## config.mk

```make
export PLATFORM = sky130hd
export DESIGN_NAME = image_intensity_centroid
export DESIGN_NICKNAME = d
export VERILOG_FILES = /design/src/icen_pkg.sv /design/src/icen_frame_fifo.sv /design/src/icen_front.sv /design/src/icen_back.sv /design/src/image_intensity_centroid.sv
export SDC_FILE = /design/constraint.sdc
export NUM_CORES = 2
export LEC_CHECK = 0
export BUFFER_PORTS_ARGS = -buffer_cell sky130_fd_sc_hd__buf_2
export CAP_MARGIN = 10
export CORE_UTILIZATION = 32
export DETAILED_ROUTE_END_ITERATION = 7
export PLACE_DENSITY = 0.42
export SETUP_SLACK_MARGIN = 0.02
export SLEW_MARGIN = 20
export SYNTH_ARGS = -nofsm -noshare
export SYNTH_HDL_FRONTEND = slang
export SYNTH_SLANG_ARGS = --single-unit
```

## constraint.sdc

```tcl
create_clock -name clk_i -period 28.6 [get_ports clk_i]
set_input_delay 1.43 -clock clk_i [delete_from_list [all_inputs] [get_ports clk_i]]
set_output_delay 1.43 -clock clk_i [all_outputs]
set_load 0.005 [all_outputs]
```

## src/icen_pkg.sv

```systemverilog
`timescale 1ns / 1ps
// ----------------------------------------------------------------------------
// icen_pkg
// Shared widths, codes and record types of the intensity centroid block.
// ----------------------------------------------------------------------------
package icen_pkg;

  localparam int unsigned DIM_BITS    = 13;
  localparam int unsigned CNT_BITS    = 12;
  localparam int unsigned PIX_BITS    = 24;
  localparam int unsigned PROD_BITS   = CNT_BITS + PIX_BITS;
  localparam int unsigned TOTAL_BITS  = 48;
  localparam int unsigned MOMENT_BITS = 60;
  localparam int unsigned NUM_BITS    = MOMENT_BITS + 2;
  localparam int unsigned DEN_BITS    = TOTAL_BITS + 1;
  localparam int unsigned QUO_BITS    = 17;
  localparam int unsigned TRIAL_BITS  = DEN_BITS + QUO_BITS;
  localparam int unsigned STEP_BITS   = 5;
  localparam int unsigned CTR_BITS    = 16;
  localparam int unsigned FQ_DEPTH    = 2;
  localparam int unsigned OQ_DEPTH    = 2;
  localparam int unsigned LVL_BITS    = 2;
  localparam int unsigned PTR_BITS    = 1;

  localparam logic [DIM_BITS-1:0]  MAX_DIM   = 13'd4096;
  localparam logic [DIM_BITS-1:0]  DIM_RESET = 13'd256;
  localparam logic [STEP_BITS-1:0] STEP_TOP  = 5'd17;
  localparam logic [QUO_BITS-1:0]  POS_LIMIT = 17'd32767;
  localparam logic [QUO_BITS-1:0]  NEG_LIMIT = 17'd32768;
  localparam logic [CTR_BITS-1:0]  CTR_MAX   = 16'h7FFF;
  localparam logic [CTR_BITS-1:0]  CTR_MIN   = 16'h8000;
  localparam logic [CTR_BITS-1:0]  CTR_NONE  = 16'hFFFF;

  typedef enum logic {
    REG_WIDTH  = 1'b0,
    REG_HEIGHT = 1'b1
  } icen_reg_e;

  typedef enum logic [2:0] {
    ST_IDLE,
    ST_SETUP,
    ST_ABS,
    ST_DIVIDE,
    ST_ROUND,
    ST_EMIT
  } icen_state_e;

  typedef struct packed {
    logic signed [TOTAL_BITS-1:0]  total;
    logic signed [MOMENT_BITS-1:0] x_moment;
    logic signed [MOMENT_BITS-1:0] y_moment;
  } icen_frame_t;

  typedef struct packed {
    logic signed [CTR_BITS-1:0] center_x;
    logic signed [CTR_BITS-1:0] center_y;
    logic                       zero_total;
  } icen_result_t;

  typedef struct packed {
    logic                valid;
    logic [LVL_BITS-1:0] level;
  } icen_fq_status_t;

  // Zero acts as one, anything above the maximum acts as the maximum.
  function automatic logic [DIM_BITS-1:0] clamp_dim(input logic [DIM_BITS-1:0] v);
    logic [DIM_BITS-1:0] r;
    if (v == '0) begin
      r = DIM_BITS'(1);
    end else if (v > MAX_DIM) begin
      r = MAX_DIM;
    end else begin
      r = v;
    end
    return r;
  endfunction

endpackage

```

## src/icen_frame_fifo.sv

```systemverilog
`timescale 1ns / 1ps
// ----------------------------------------------------------------------------
// icen_frame_fifo
// Two-entry queue of finished frame sums between front and back.
// ----------------------------------------------------------------------------
module icen_frame_fifo import icen_pkg::*; (
  input  logic            clk_i,
  input  logic            rst_ni,
  input  logic            push_i,
  input  icen_frame_t     frame_i,
  input  logic            pop_i,
  output icen_frame_t     frame_o,
  output icen_fq_status_t status_o
);

  icen_frame_t         mem_q [FQ_DEPTH];
  logic [PTR_BITS-1:0] wr_ptr_q, wr_ptr_d;
  logic [PTR_BITS-1:0] rd_ptr_q, rd_ptr_d;
  logic [LVL_BITS-1:0] level_q, level_d;
  logic                do_push, do_pop;

  always_comb begin
    do_push  = push_i && (level_q != LVL_BITS'(FQ_DEPTH));
    do_pop   = pop_i && (level_q != '0);
    wr_ptr_d = do_push ? wr_ptr_q + PTR_BITS'(1) : wr_ptr_q;
    rd_ptr_d = do_pop ? rd_ptr_q + PTR_BITS'(1) : rd_ptr_q;
    level_d  = level_q + LVL_BITS'(do_push) - LVL_BITS'(do_pop);
  end

  always_ff @(posedge clk_i or negedge rst_ni) begin
    if (!rst_ni) begin
      wr_ptr_q <= '0;
      rd_ptr_q <= '0;
      level_q  <= '0;
    end else begin
      wr_ptr_q <= wr_ptr_d;
      rd_ptr_q <= rd_ptr_d;
      level_q  <= level_d;
    end
  end

  always_ff @(posedge clk_i) begin
    if (do_push) begin
      mem_q[wr_ptr_q] <= frame_i;
    end
  end

  assign frame_o        = mem_q[rd_ptr_q];
  assign status_o.valid = (level_q != '0);
  assign status_o.level = level_q;

endmodule

```

## src/icen_front.sv

```systemverilog
`timescale 1ns / 1ps
// ----------------------------------------------------------------------------
// icen_front
// Pixel intake: raster counters, moment products and frame accumulators.
// ----------------------------------------------------------------------------
module icen_front import icen_pkg::*; (
  input  logic                       clk_i,
  input  logic                       rst_ni,
  input  logic                       pixel_push_i,
  input  logic signed [PIX_BITS-1:0] pixel_value_i,
  output logic                       pixel_full_o,
  input  logic [DIM_BITS-1:0]        width_i,
  input  logic [DIM_BITS-1:0]        height_i,
  input  icen_fq_status_t            fq_status_i,
  output logic                       frame_push_o,
  output icen_frame_t                frame_o
);

  logic [CNT_BITS-1:0] col_q, col_d;
  logic [CNT_BITS-1:0] row_q, row_d;
  logic [DIM_BITS-1:0] w_eff, h_eff;
  logic                col_end, row_end, accept, pending;
  logic [LVL_BITS:0]   level_sum;

  logic signed [PROD_BITS:0]   x_prod, y_prod;
  logic                        s1_valid_q, s1_last_q;
  logic signed [PIX_BITS-1:0]  s1_pix_q;
  logic signed [PROD_BITS-1:0] s1_xp_q, s1_yp_q;

  logic signed [TOTAL_BITS-1:0]  total_q, total_sum;
  logic signed [MOMENT_BITS-1:0] xm_q, xm_sum, ym_q, ym_sum;

  always_comb begin
    w_eff     = clamp_dim(width_i);
    h_eff     = clamp_dim(height_i);
    col_end   = (DIM_BITS'(col_q) + DIM_BITS'(1)) >= w_eff;
    row_end   = (DIM_BITS'(row_q) + DIM_BITS'(1)) >= h_eff;
    // A last pixel in stage one still owes the queue an entry.
    pending   = s1_valid_q && s1_last_q;
    level_sum = {1'b0, fq_status_i.level} + (LVL_BITS + 1)'(pending);
    pixel_full_o = level_sum >= (LVL_BITS + 1)'(FQ_DEPTH);
    accept    = pixel_push_i && !pixel_full_o;

    col_d = col_q;
    row_d = row_q;
    if (accept) begin
      if (col_end) begin
        col_d = '0;
        row_d = row_end ? '0 : row_q + CNT_BITS'(1);
      end else begin
        col_d = col_q + CNT_BITS'(1);
      end
    end

    x_prod = $signed({1'b0, col_q}) * pixel_value_i;
    y_prod = $signed({1'b0, row_q}) * pixel_value_i;

    total_sum = total_q + TOTAL_BITS'(s1_pix_q);
    xm_sum    = xm_q + MOMENT_BITS'(s1_xp_q);
    ym_sum    = ym_q + MOMENT_BITS'(s1_yp_q);
  end

  always_ff @(posedge clk_i or negedge rst_ni) begin
    if (!rst_ni) begin
      col_q      <= '0;
      row_q      <= '0;
      s1_valid_q <= 1'b0;
      s1_last_q  <= 1'b0;
      total_q    <= '0;
      xm_q       <= '0;
      ym_q       <= '0;
    end else begin
      col_q      <= col_d;
      row_q      <= row_d;
      s1_valid_q <= accept;
      s1_last_q  <= col_end && row_end;
      if (s1_valid_q) begin
        // Clear on the frame's last pixel, its sums leave through the queue.
        total_q <= s1_last_q ? '0 : total_sum;
        xm_q    <= s1_last_q ? '0 : xm_sum;
        ym_q    <= s1_last_q ? '0 : ym_sum;
      end
    end
  end

  always_ff @(posedge clk_i) begin
    if (accept) begin
      s1_pix_q <= pixel_value_i;
      s1_xp_q  <= x_prod[PROD_BITS-1:0];
      s1_yp_q  <= y_prod[PROD_BITS-1:0];
    end
  end

  assign frame_push_o     = s1_valid_q && s1_last_q;
  assign frame_o.total    = total_sum;
  assign frame_o.x_moment = xm_sum;
  assign frame_o.y_moment = ym_sum;

endmodule

```

## src/icen_back.sv

```systemverilog
`timescale 1ns / 1ps
// ----------------------------------------------------------------------------
// icen_back
// Per-frame rounding divider, saturation and two-entry result queue.
// ----------------------------------------------------------------------------
module icen_back import icen_pkg::*; (
  input  logic                       clk_i,
  input  logic                       rst_ni,
  input  icen_fq_status_t            fq_status_i,
  input  icen_frame_t                frame_i,
  output logic                       frame_pop_o,
  input  logic                       pop_i,
  output logic                       empty_o,
  output logic signed [CTR_BITS-1:0] center_x_o,
  output logic signed [CTR_BITS-1:0] center_y_o,
  output logic                       zero_total_o
);

  icen_state_e state_q, state_d;

  logic                         axis_q, axis_d;
  logic                         tot_neg_q, tot_neg_d;
  logic                         zero_q, zero_d;
  logic                         neg_q, neg_d;
  logic                         ovf_q, ovf_d;
  logic [DEN_BITS-1:0]          den_q, den_d;
  logic signed [NUM_BITS-1:0]   num_q, num_d;
  logic [NUM_BITS-1:0]          rem_q, rem_d;
  logic [QUO_BITS-1:0]          quo_q, quo_d;
  logic [STEP_BITS-1:0]         step_q, step_d;
  logic [CTR_BITS-1:0]          cx_q, cx_d, cy_q, cy_d;

  logic [TOTAL_BITS-1:0]        tot_abs;
  logic signed [MOMENT_BITS-1:0] mom;
  logic [TRIAL_BITS-1:0]        shifted, rem_ext, diff;
  logic                         ge;
  logic [QUO_BITS-1:0]          neg_mag;
  logic [CTR_BITS-1:0]          sat;

  icen_result_t        oq_q [OQ_DEPTH];
  icen_result_t        oq_entry;
  logic [PTR_BITS-1:0] oq_wr_q, oq_rd_q;
  logic [LVL_BITS-1:0] oq_level_q;
  logic                oq_push, oq_pop;

  always_ff @(posedge clk_i or negedge rst_ni) begin
    if (!rst_ni) begin
      state_q <= ST_IDLE;
    end else begin
      state_q <= state_d;
    end
  end

  always_comb begin
    state_d   = state_q;
    axis_d    = axis_q;
    tot_neg_d = tot_neg_q;
    zero_d    = zero_q;
    neg_d     = neg_q;
    ovf_d     = ovf_q;
    den_d     = den_q;
    num_d     = num_q;
    rem_d     = rem_q;
    quo_d     = quo_q;
    step_d    = step_q;
    cx_d      = cx_q;
    cy_d      = cy_q;
    frame_pop_o = 1'b0;
    oq_push     = 1'b0;

    tot_abs = frame_i.total[TOTAL_BITS-1] ? TOTAL_BITS'(-frame_i.total)
                                          : TOTAL_BITS'(frame_i.total);
    mom     = axis_q ? frame_i.y_moment : frame_i.x_moment;
    shifted = TRIAL_BITS'(den_q) << step_q;
    rem_ext = TRIAL_BITS'(rem_q);
    ge      = rem_ext >= shifted;
    diff    = rem_ext - shifted;
    neg_mag = QUO_BITS'(0) - quo_q;
    if (!neg_q) begin
      sat = (ovf_q || (quo_q > POS_LIMIT)) ? CTR_MAX : quo_q[CTR_BITS-1:0];
    end else begin
      sat = (ovf_q || (quo_q > NEG_LIMIT)) ? CTR_MIN : neg_mag[CTR_BITS-1:0];
    end

    unique case (state_q)
      ST_IDLE: begin
        if (fq_status_i.valid) begin
          den_d     = {tot_abs, 1'b0};
          tot_neg_d = frame_i.total[TOTAL_BITS-1];
          axis_d    = 1'b0;
          if (frame_i.total == '0) begin
            zero_d  = 1'b1;
            cx_d    = CTR_NONE;
            cy_d    = CTR_NONE;
            state_d = ST_EMIT;
          end else begin
            zero_d  = 1'b0;
            state_d = ST_SETUP;
          end
        end
      end
      ST_SETUP: begin
        // Rounded quotient: (2*moment + total) / (2*total).
        num_d   = (NUM_BITS'(mom) <<< 1) + NUM_BITS'(frame_i.total);
        state_d = ST_ABS;
      end
      ST_ABS: begin
        neg_d   = num_q[NUM_BITS-1] ^ tot_neg_q;
        rem_d   = num_q[NUM_BITS-1] ? NUM_BITS'(-num_q) : NUM_BITS'(num_q);
        quo_d   = '0;
        ovf_d   = 1'b0;
        step_d  = STEP_TOP;
        state_d = ST_DIVIDE;
      end
      ST_DIVIDE: begin
        // Top step only detects a quotient too large for the result.
        if (step_q == STEP_TOP) begin
          ovf_d = ge;
        end else if (ge) begin
          rem_d = diff[NUM_BITS-1:0];
          quo_d = quo_q | (QUO_BITS'(1) << step_q);
        end
        if (step_q == '0) begin
          state_d = ST_ROUND;
        end else begin
          step_d = step_q - STEP_BITS'(1);
        end
      end
      ST_ROUND: begin
        if (!axis_q) begin
          cx_d    = sat;
          axis_d  = 1'b1;
          state_d = ST_SETUP;
        end else begin
          cy_d    = sat;
          state_d = ST_EMIT;
        end
      end
      ST_EMIT: begin
        if (oq_level_q != LVL_BITS'(OQ_DEPTH)) begin
          oq_push     = 1'b1;
          frame_pop_o = 1'b1;
          state_d     = ST_IDLE;
        end
      end
      default: begin
        state_d = ST_IDLE;
      end
    endcase
  end

  always_ff @(posedge clk_i) begin
    axis_q    <= axis_d;
    tot_neg_q <= tot_neg_d;
    zero_q    <= zero_d;
    neg_q     <= neg_d;
    ovf_q     <= ovf_d;
    den_q     <= den_d;
    num_q     <= num_d;
    rem_q     <= rem_d;
    quo_q     <= quo_d;
    step_q    <= step_d;
    cx_q      <= cx_d;
    cy_q      <= cy_d;
  end

  // Result queue
  assign oq_pop              = pop_i && (oq_level_q != '0);
  assign oq_entry.center_x   = cx_q;
  assign oq_entry.center_y   = cy_q;
  assign oq_entry.zero_total = zero_q;

  always_ff @(posedge clk_i or negedge rst_ni) begin
    if (!rst_ni) begin
      oq_wr_q    <= '0;
      oq_rd_q    <= '0;
      oq_level_q <= '0;
    end else begin
      if (oq_push) begin
        oq_wr_q <= oq_wr_q + PTR_BITS'(1);
      end
      if (oq_pop) begin
        oq_rd_q <= oq_rd_q + PTR_BITS'(1);
      end
      oq_level_q <= oq_level_q + LVL_BITS'(oq_push) - LVL_BITS'(oq_pop);
    end
  end

  always_ff @(posedge clk_i) begin
    if (oq_push) begin
      oq_q[oq_wr_q] <= oq_entry;
    end
  end

  assign empty_o      = (oq_level_q == '0);
  assign center_x_o   = oq_q[oq_rd_q].center_x;
  assign center_y_o   = oq_q[oq_rd_q].center_y;
  assign zero_total_o = oq_q[oq_rd_q].zero_total;

endmodule

```

## src/image_intensity_centroid.sv

```systemverilog
`timescale 1ns / 1ps
// ----------------------------------------------------------------------------
// image_intensity_centroid
// Intensity-weighted centroid of a frame of signed pixels, one result/frame.
// ----------------------------------------------------------------------------
// Usage:
//   Pixels enter through a queue-style port: drive pixel_value_i with push;
//   a transaction takes place on a clock edge with push high and full low.
//   Pixels arrive in raster order, column fastest; frame size comes from the
//   width and height registers (cfg_index_i 0 and 1). Zero acts as one and
//   values above 4096 act as 4096.
//   Throughput: one pixel per cycle while full is low. A zero-total frame
//   skips the divide; full rises when two finished frames wait, or one waits
//   and the next frame's last pixel is in the intake stage, so with results
//   drained only frames shorter than the divider's run per frame see it.
//   Path: with the divider free, the result of a frame shows (empty low)
//   after these steps: its last pixel passes one intake stage into the frame
//   queue, the divider starts the frame, then per axis one sum, one absolute
//   value, 18 restoring divide steps and one saturation step in a single
//   shared divider, then a write into the result queue.
//   Results: while empty is low the oldest result sits on center_x_o,
//   center_y_o and zero_total_o; pop takes it. A stalled reader holds it;
//   the divider then waits and, once the frame queue fills, full stops input.
//   Reset: all counters, sums and queues clear; both registers return to 256.
// ----------------------------------------------------------------------------
module image_intensity_centroid import icen_pkg::*; (
  input  logic                       clk_i,
  input  logic                       rst_ni,
  input  logic                       push,
  output logic                       full,
  input  logic signed [PIX_BITS-1:0] pixel_value_i,
  output logic                       empty,
  input  logic                       pop,
  output logic signed [CTR_BITS-1:0] center_x_o,
  output logic signed [CTR_BITS-1:0] center_y_o,
  output logic                       zero_total_o,
  input  logic                       cfg_we_i,
  input  logic                       cfg_index_i,
  input  logic [DIM_BITS-1:0]        cfg_data_i
);

  logic [DIM_BITS-1:0] width_q, height_q;
  icen_fq_status_t     fq_status;
  icen_frame_t         front_frame, head_frame;
  logic                frame_push, frame_pop;

  // Configuration registers: take the write at once, no handshake.
  always_ff @(posedge clk_i or negedge rst_ni) begin
    if (!rst_ni) begin
      width_q  <= DIM_RESET;
      height_q <= DIM_RESET;
    end else if (cfg_we_i) begin
      unique case (icen_reg_e'(cfg_index_i))
        REG_WIDTH:  width_q  <= cfg_data_i;
        REG_HEIGHT: height_q <= cfg_data_i;
        default: begin
          width_q <= width_q;
        end
      endcase
    end
  end

  // Front: count columns and rows, accumulate sums, hand off each frame.
  icen_front u_front (
    .clk_i         (clk_i),
    .rst_ni        (rst_ni),
    .pixel_push_i  (push),
    .pixel_value_i (pixel_value_i),
    .pixel_full_o  (full),
    .width_i       (width_q),
    .height_i      (height_q),
    .fq_status_i   (fq_status),
    .frame_push_o  (frame_push),
    .frame_o       (front_frame)
  );

  // Frame queue decouples pixel intake from the per-frame divide.
  icen_frame_fifo u_frame_fifo (
    .clk_i    (clk_i),
    .rst_ni   (rst_ni),
    .push_i   (frame_push),
    .frame_i  (front_frame),
    .pop_i    (frame_pop),
    .frame_o  (head_frame),
    .status_o (fq_status)
  );

  // Back: divide, round, saturate, queue the result.
  icen_back u_back (
    .clk_i        (clk_i),
    .rst_ni       (rst_ni),
    .fq_status_i  (fq_status),
    .frame_i      (head_frame),
    .frame_pop_o  (frame_pop),
    .pop_i        (pop),
    .empty_o      (empty),
    .center_x_o   (center_x_o),
    .center_y_o   (center_y_o),
    .zero_total_o (zero_total_o)
  );

endmodule

```

==> out/metrics.yaml <==
synth:
  synth_seq_area_share_pct: 35.53
  synth_cell_type_count: 89
  async_flop_share_pct: 24.06
  synth_area_um2: 77880
  syn_nets: 8739
  yosysTopAreaCell: "edfxtp_1"
  yosys-top-cells-area: "edfxtp_1, fa_1, ha_1"
  synthCells: 7694
  synth_edf_count: 729
  yosys_warnings: 0
  synth_ff_type: "edfxtp_1"
  synth.avg_cell_area_um2: 10.12
  yosys.area.top_type_share_pct: 28.11
  ys_seq_elements: 960
power_and_ir_drop:
  power_density_nw_per_um2: 124.0
  seq_power_share_pct: 23.3
  p_sw_uw: 5054
  vdd_drop_max_v: 0.00006901
  p_int_uw: 5550
  p_comb_share_pct: 62.4
  clkPwrFrac_pct: 14.3
  p_leak_uw: 0.03591
  p_sw_share_pct: 47.66
sta:
  tightest_slew_ns: 1.065
  hold_violations: 0
  drv_slew: 0
  setup_tns_ns: 0
  period_share_pct: 26.26
  fmax_ghz: 0.1332
  hold_ws_ns: 0.4431
  rsz0062_at_grt: "false"
  clock_skew_ns: 0.1359
  setup_viol: 0
  worst_slew_margin_rel_pct: 27.16
  finalCriticalPeriod_ns: 7.510
clock_tree:
  cts_max_level: 3
  root_buffer: "clkbuf_16"
  post_cts_buffers: 0
  path_clk_slew_ns: 0.06
  cts_made_buffers: 112
  clock_sinks: 960
  cts_resized: 0
  ctsHoldBuffers: 0
  cts_tree: "built"
  cts_buffer_depth: 3
  clk_latency_ns: 0.83
global_route:
  grt_antenna_before_repair: 9
  grt_max_degree: 149
  grt_pass1_wl_mm: 369.0
  grt-ovfl-total: 0
  grt_pass1_vias: 57960
  grt_use_total_pct: 19.76
floorplanning:
  die_w_um: 495.3
  num_rows: 180
  ios: 78
  start_util_pct: 32.29
  core_area_um2: 241200
  dieArea_um2: 245400
  die_h_um: 495.3
route:
  wl_mm: 242.4
  wire_per_inst_um: 22.29
  viasPerCell: 5.155
  dr.pass1.iters: 6
  wl_met2_mm: 118.2
  first_iter_violations: 3157
  ant_nets: 0
  routed.top_layer: "met5"
  drc: 0
  vias: 56070
  routedLengthMet1_mm: 110.7
  wl_met3_mm: 6.936
setup_path:
  cpMostUsedCell: "o21ai_0"
  cpPeakStageDelay_ns: 0.73
  critical-path-slowest-cell: "edfxtp_1"
  startpoint_type: "flip-flop"
  cp_data_required_time_ns: 29.03
  arrival_ns: 7.94
  reg2reg_slack_ns: 21.09
  path_class: "reg2reg"
  rr_worst_depth: 18
  crit_end: "u_back.rem_q[13]"
  r2r-end: "u_back.rem_q[13]"
  startpoint: "u_back.step_q[0]"
  cp_max_fo: 52
  crit_path_end_kind: "flip-flop"
  path_cells: "buf_4, mux4_2, mux2_2, mux2i_1, nor2_1, a21oi_1, ha_1, a21oi_1, o21ai_0, a221oi_1, o21ai_0, o21ai_0, nand3_1, a2111oi_0, nor3b_1, o31a_1, o21a_4, buf_4"
  r2r_start: "u_back.step_q[0]"
layout:
  fin_nets: 8633
  fin_util_pct: 35.45
  drive_gt1_share_pct: 8.105
  syn2layout_area_growth_pct: 9.784
min_path:
  min_path_type: "reg2reg"
place:
  port_buffers: 77
  routabilityCongestion: 0.8688
  post-dp-hpwl_mm: 187.3
job:
  max-cap-violations: 0
outcome:
  outcome: "complete, no violations"
-- worst max-delay path, delay by kind of cell (launching register included) --
kind            cells  cell delay [ns]
compound gates      9             2.94
mux                 3             1.26
simple gates        3             0.54
fa+ha+maj           1             0.38
buf+inv             2             1.15
flops               1             0.73
-- how the worst min path moves through the flow --
stage	cells past startpoint	slack (ns)	to	from
after detailed placement	0	0.43	u_back.oq_q[1][6]	u_back.cy_q[5]
after global routing	0	0.45	u_back.oq_q[0][6]	u_back.cy_q[5]
final	0	0.44	u_back.oq_q[1][6]	u_back.cy_q[5]
after floorplan	0	0.42	u_back.oq_q[0][0]	u_back.zero_q
after CTS	0	0.44	u_back.oq_q[1][6]	u_back.cy_q[5]
after global placement	0	0.42	u_back.oq_q[0][28]	u_back.cx_q[11]
-- power groups by stage --
| stage | logic (uW) | registers (uW) | clock network [uW] |
|---|---|---|---|
| 3_5_place_dp | 6630 | 2490 | 0 |
| 4_1_cts | 6670 | 2470 | 1560 |
| 6_report | 6620 | 2470 | 1520 |
| 5_1_grt | 7390 | 2500 | 1620 |
| 2_1_floorplan | 4730 | 2380 | 0 |
| 3_3_place_gp | 6610 | 2490 | 0 |
-- cell families (layout without fill, tap and decap cells) --
family,Yosys count,in the layout,synth area share [%]
AO/OA/AOI/OAI,1724,1724,14.48
XOR/XNOR,462,462,5.196
adder cells (fa/ha/maj),1002,1002,21.05
buffers and inverters,1225,1218,5.920
flip-flops,960,960,35.53
multiplexers,266,266,5.090
other,0,3,0
AND/OR/NAND/NOR,2055,2055,12.72
-- routing by layer --
metal	vias up	global-route usage, %
li1	26670	-
met1	28200	26.25
met2	907	34.11
met5	-	0
met4	10	5.304
met3	279	1.900
-- area by class of cell --
| cell class | instances | area [um2] |
|---|---|---|
| multi-input cells | 5509 | 45660 |
| fillers | 24240 | 155700 |
| clock buffers | 136 | 2963 |
| repair buffers | 157 | 1041 |
| flip-flops and latches | 960 | 27680 |
| clock inverters | 77 | 964.7 |
| inverters | 848 | 3191 |
| diodes | 3 | 7.507 |
| well taps | 3185 | 3985 |
-- layout by cell type, fill, tap and decap left out, types with 32 or more instances in the layout --
master | Yosys | routed
a211oi_1 | 49 | 48
edfxtp_1 | 729 | 729
inv_1 | 847 | 844
nand2_1 | 793 | 792
dfrtp_1 | 229 | 223
o21ai_0 | 339 | 339
a21oi_1 | 481 | 481
nor2_1 | 359 | 356
mux2i_1 | 63 | 63
or3_1 | 45 | 45
nor3_1 | 104 | 103
xnor2_1 | 322 | 322
mux4_2 | 93 | 93
o21bai_1 | 82 | 82
o21a_1 | 70 | 69
xor2_1 | 140 | 140
a31oi_1 | 52 | 52
nand2b_1 | 48 | 48
o31ai_1 | 66 | 66
o211ai_1 | 32 | 32
ha_1 | 488 | 488
and2_1 | 307 | 305
fa_1 | 514 | 514
clkbuf_16 | 0 | 112
buf_4 | 1 | 77
and3_1 | 47 | 47
mux2_2 | 110 | 110
a22o_1 | 161 | 161
a21o_1 | 182 | 182
nor2b_1 | 48 | 46
nand3_1 | 89 | 89
buf_2 | 7 | 76
nand4_1 | 86 | 86
-- flip-flops by register name, summed over array words and instances, names as in the netlist, 13 cells and up --
signal / count
u_back.oq_q: 66
u_frame_fifo.mem_q: 336
u_front.s1_yp_q: 36
u_front.s1_pix_q: 24
u_back.quo_q: 17
u_front.s1_xp_q: 36
u_back.num_q: 62
u_back.cy_q: 16
u_back.den_q: 48
width_q: 13
height_q: 13
u_front.xm_q: 60
u_front.ym_q: 60
u_front.total_q: 48
u_back.rem_q: 62
u_back.cx_q: 16
-- Yosys cell counts (15+ instances only) --
cell and instances:
o311ai_0 18, xnor2_1 322, ha_1 488, mux2_2 110, or2_2 30, nor3_1 104
o21ai_0 339, o21a_1 70, buf_1 36, inv_1 847, nand3_1 89, or3_1 45
nand2_1 793, and3_1 47, a21oi_1 481, o211ai_1 32, nor2_1 359, edfxtp_1 729
mux2i_1 63, a21o_1 182, and2_1 307, a31oi_1 52, nor4_1 29, xor2_1 140
a211oi_1 49, nand4_1 86, clkbuf_1 333, nand2b_1 48, o31ai_1 66, o21bai_1 82
fa_1 514, nor2b_1 48, o21ai_1 15, a22o_1 161, mux4_2 93, dfrtp_1 229
-- through the flow --
| step | area, um2 | instances | setup WS (ns) | total power [uW] |
|---|---|---|---|---|
| 5_1_grt | 85490 | 10870 | 20.56 | 11510 |
| 4_1_cts | 85460 | 10870 | 20.98 | 10700 |
| 3_5_place_dp | 81540 | 10660 | 20.44 | 9117 |
| 3_3_place_gp | 81530 | 10660 | 20.52 | 9098 |
| 2_1_floorplan | 77880 | 7694 | 19.55 | 7116 |
| 6_report | 85500 | 10880 | 21.09 | 10600 |
(Power assumes the default switching activity.)
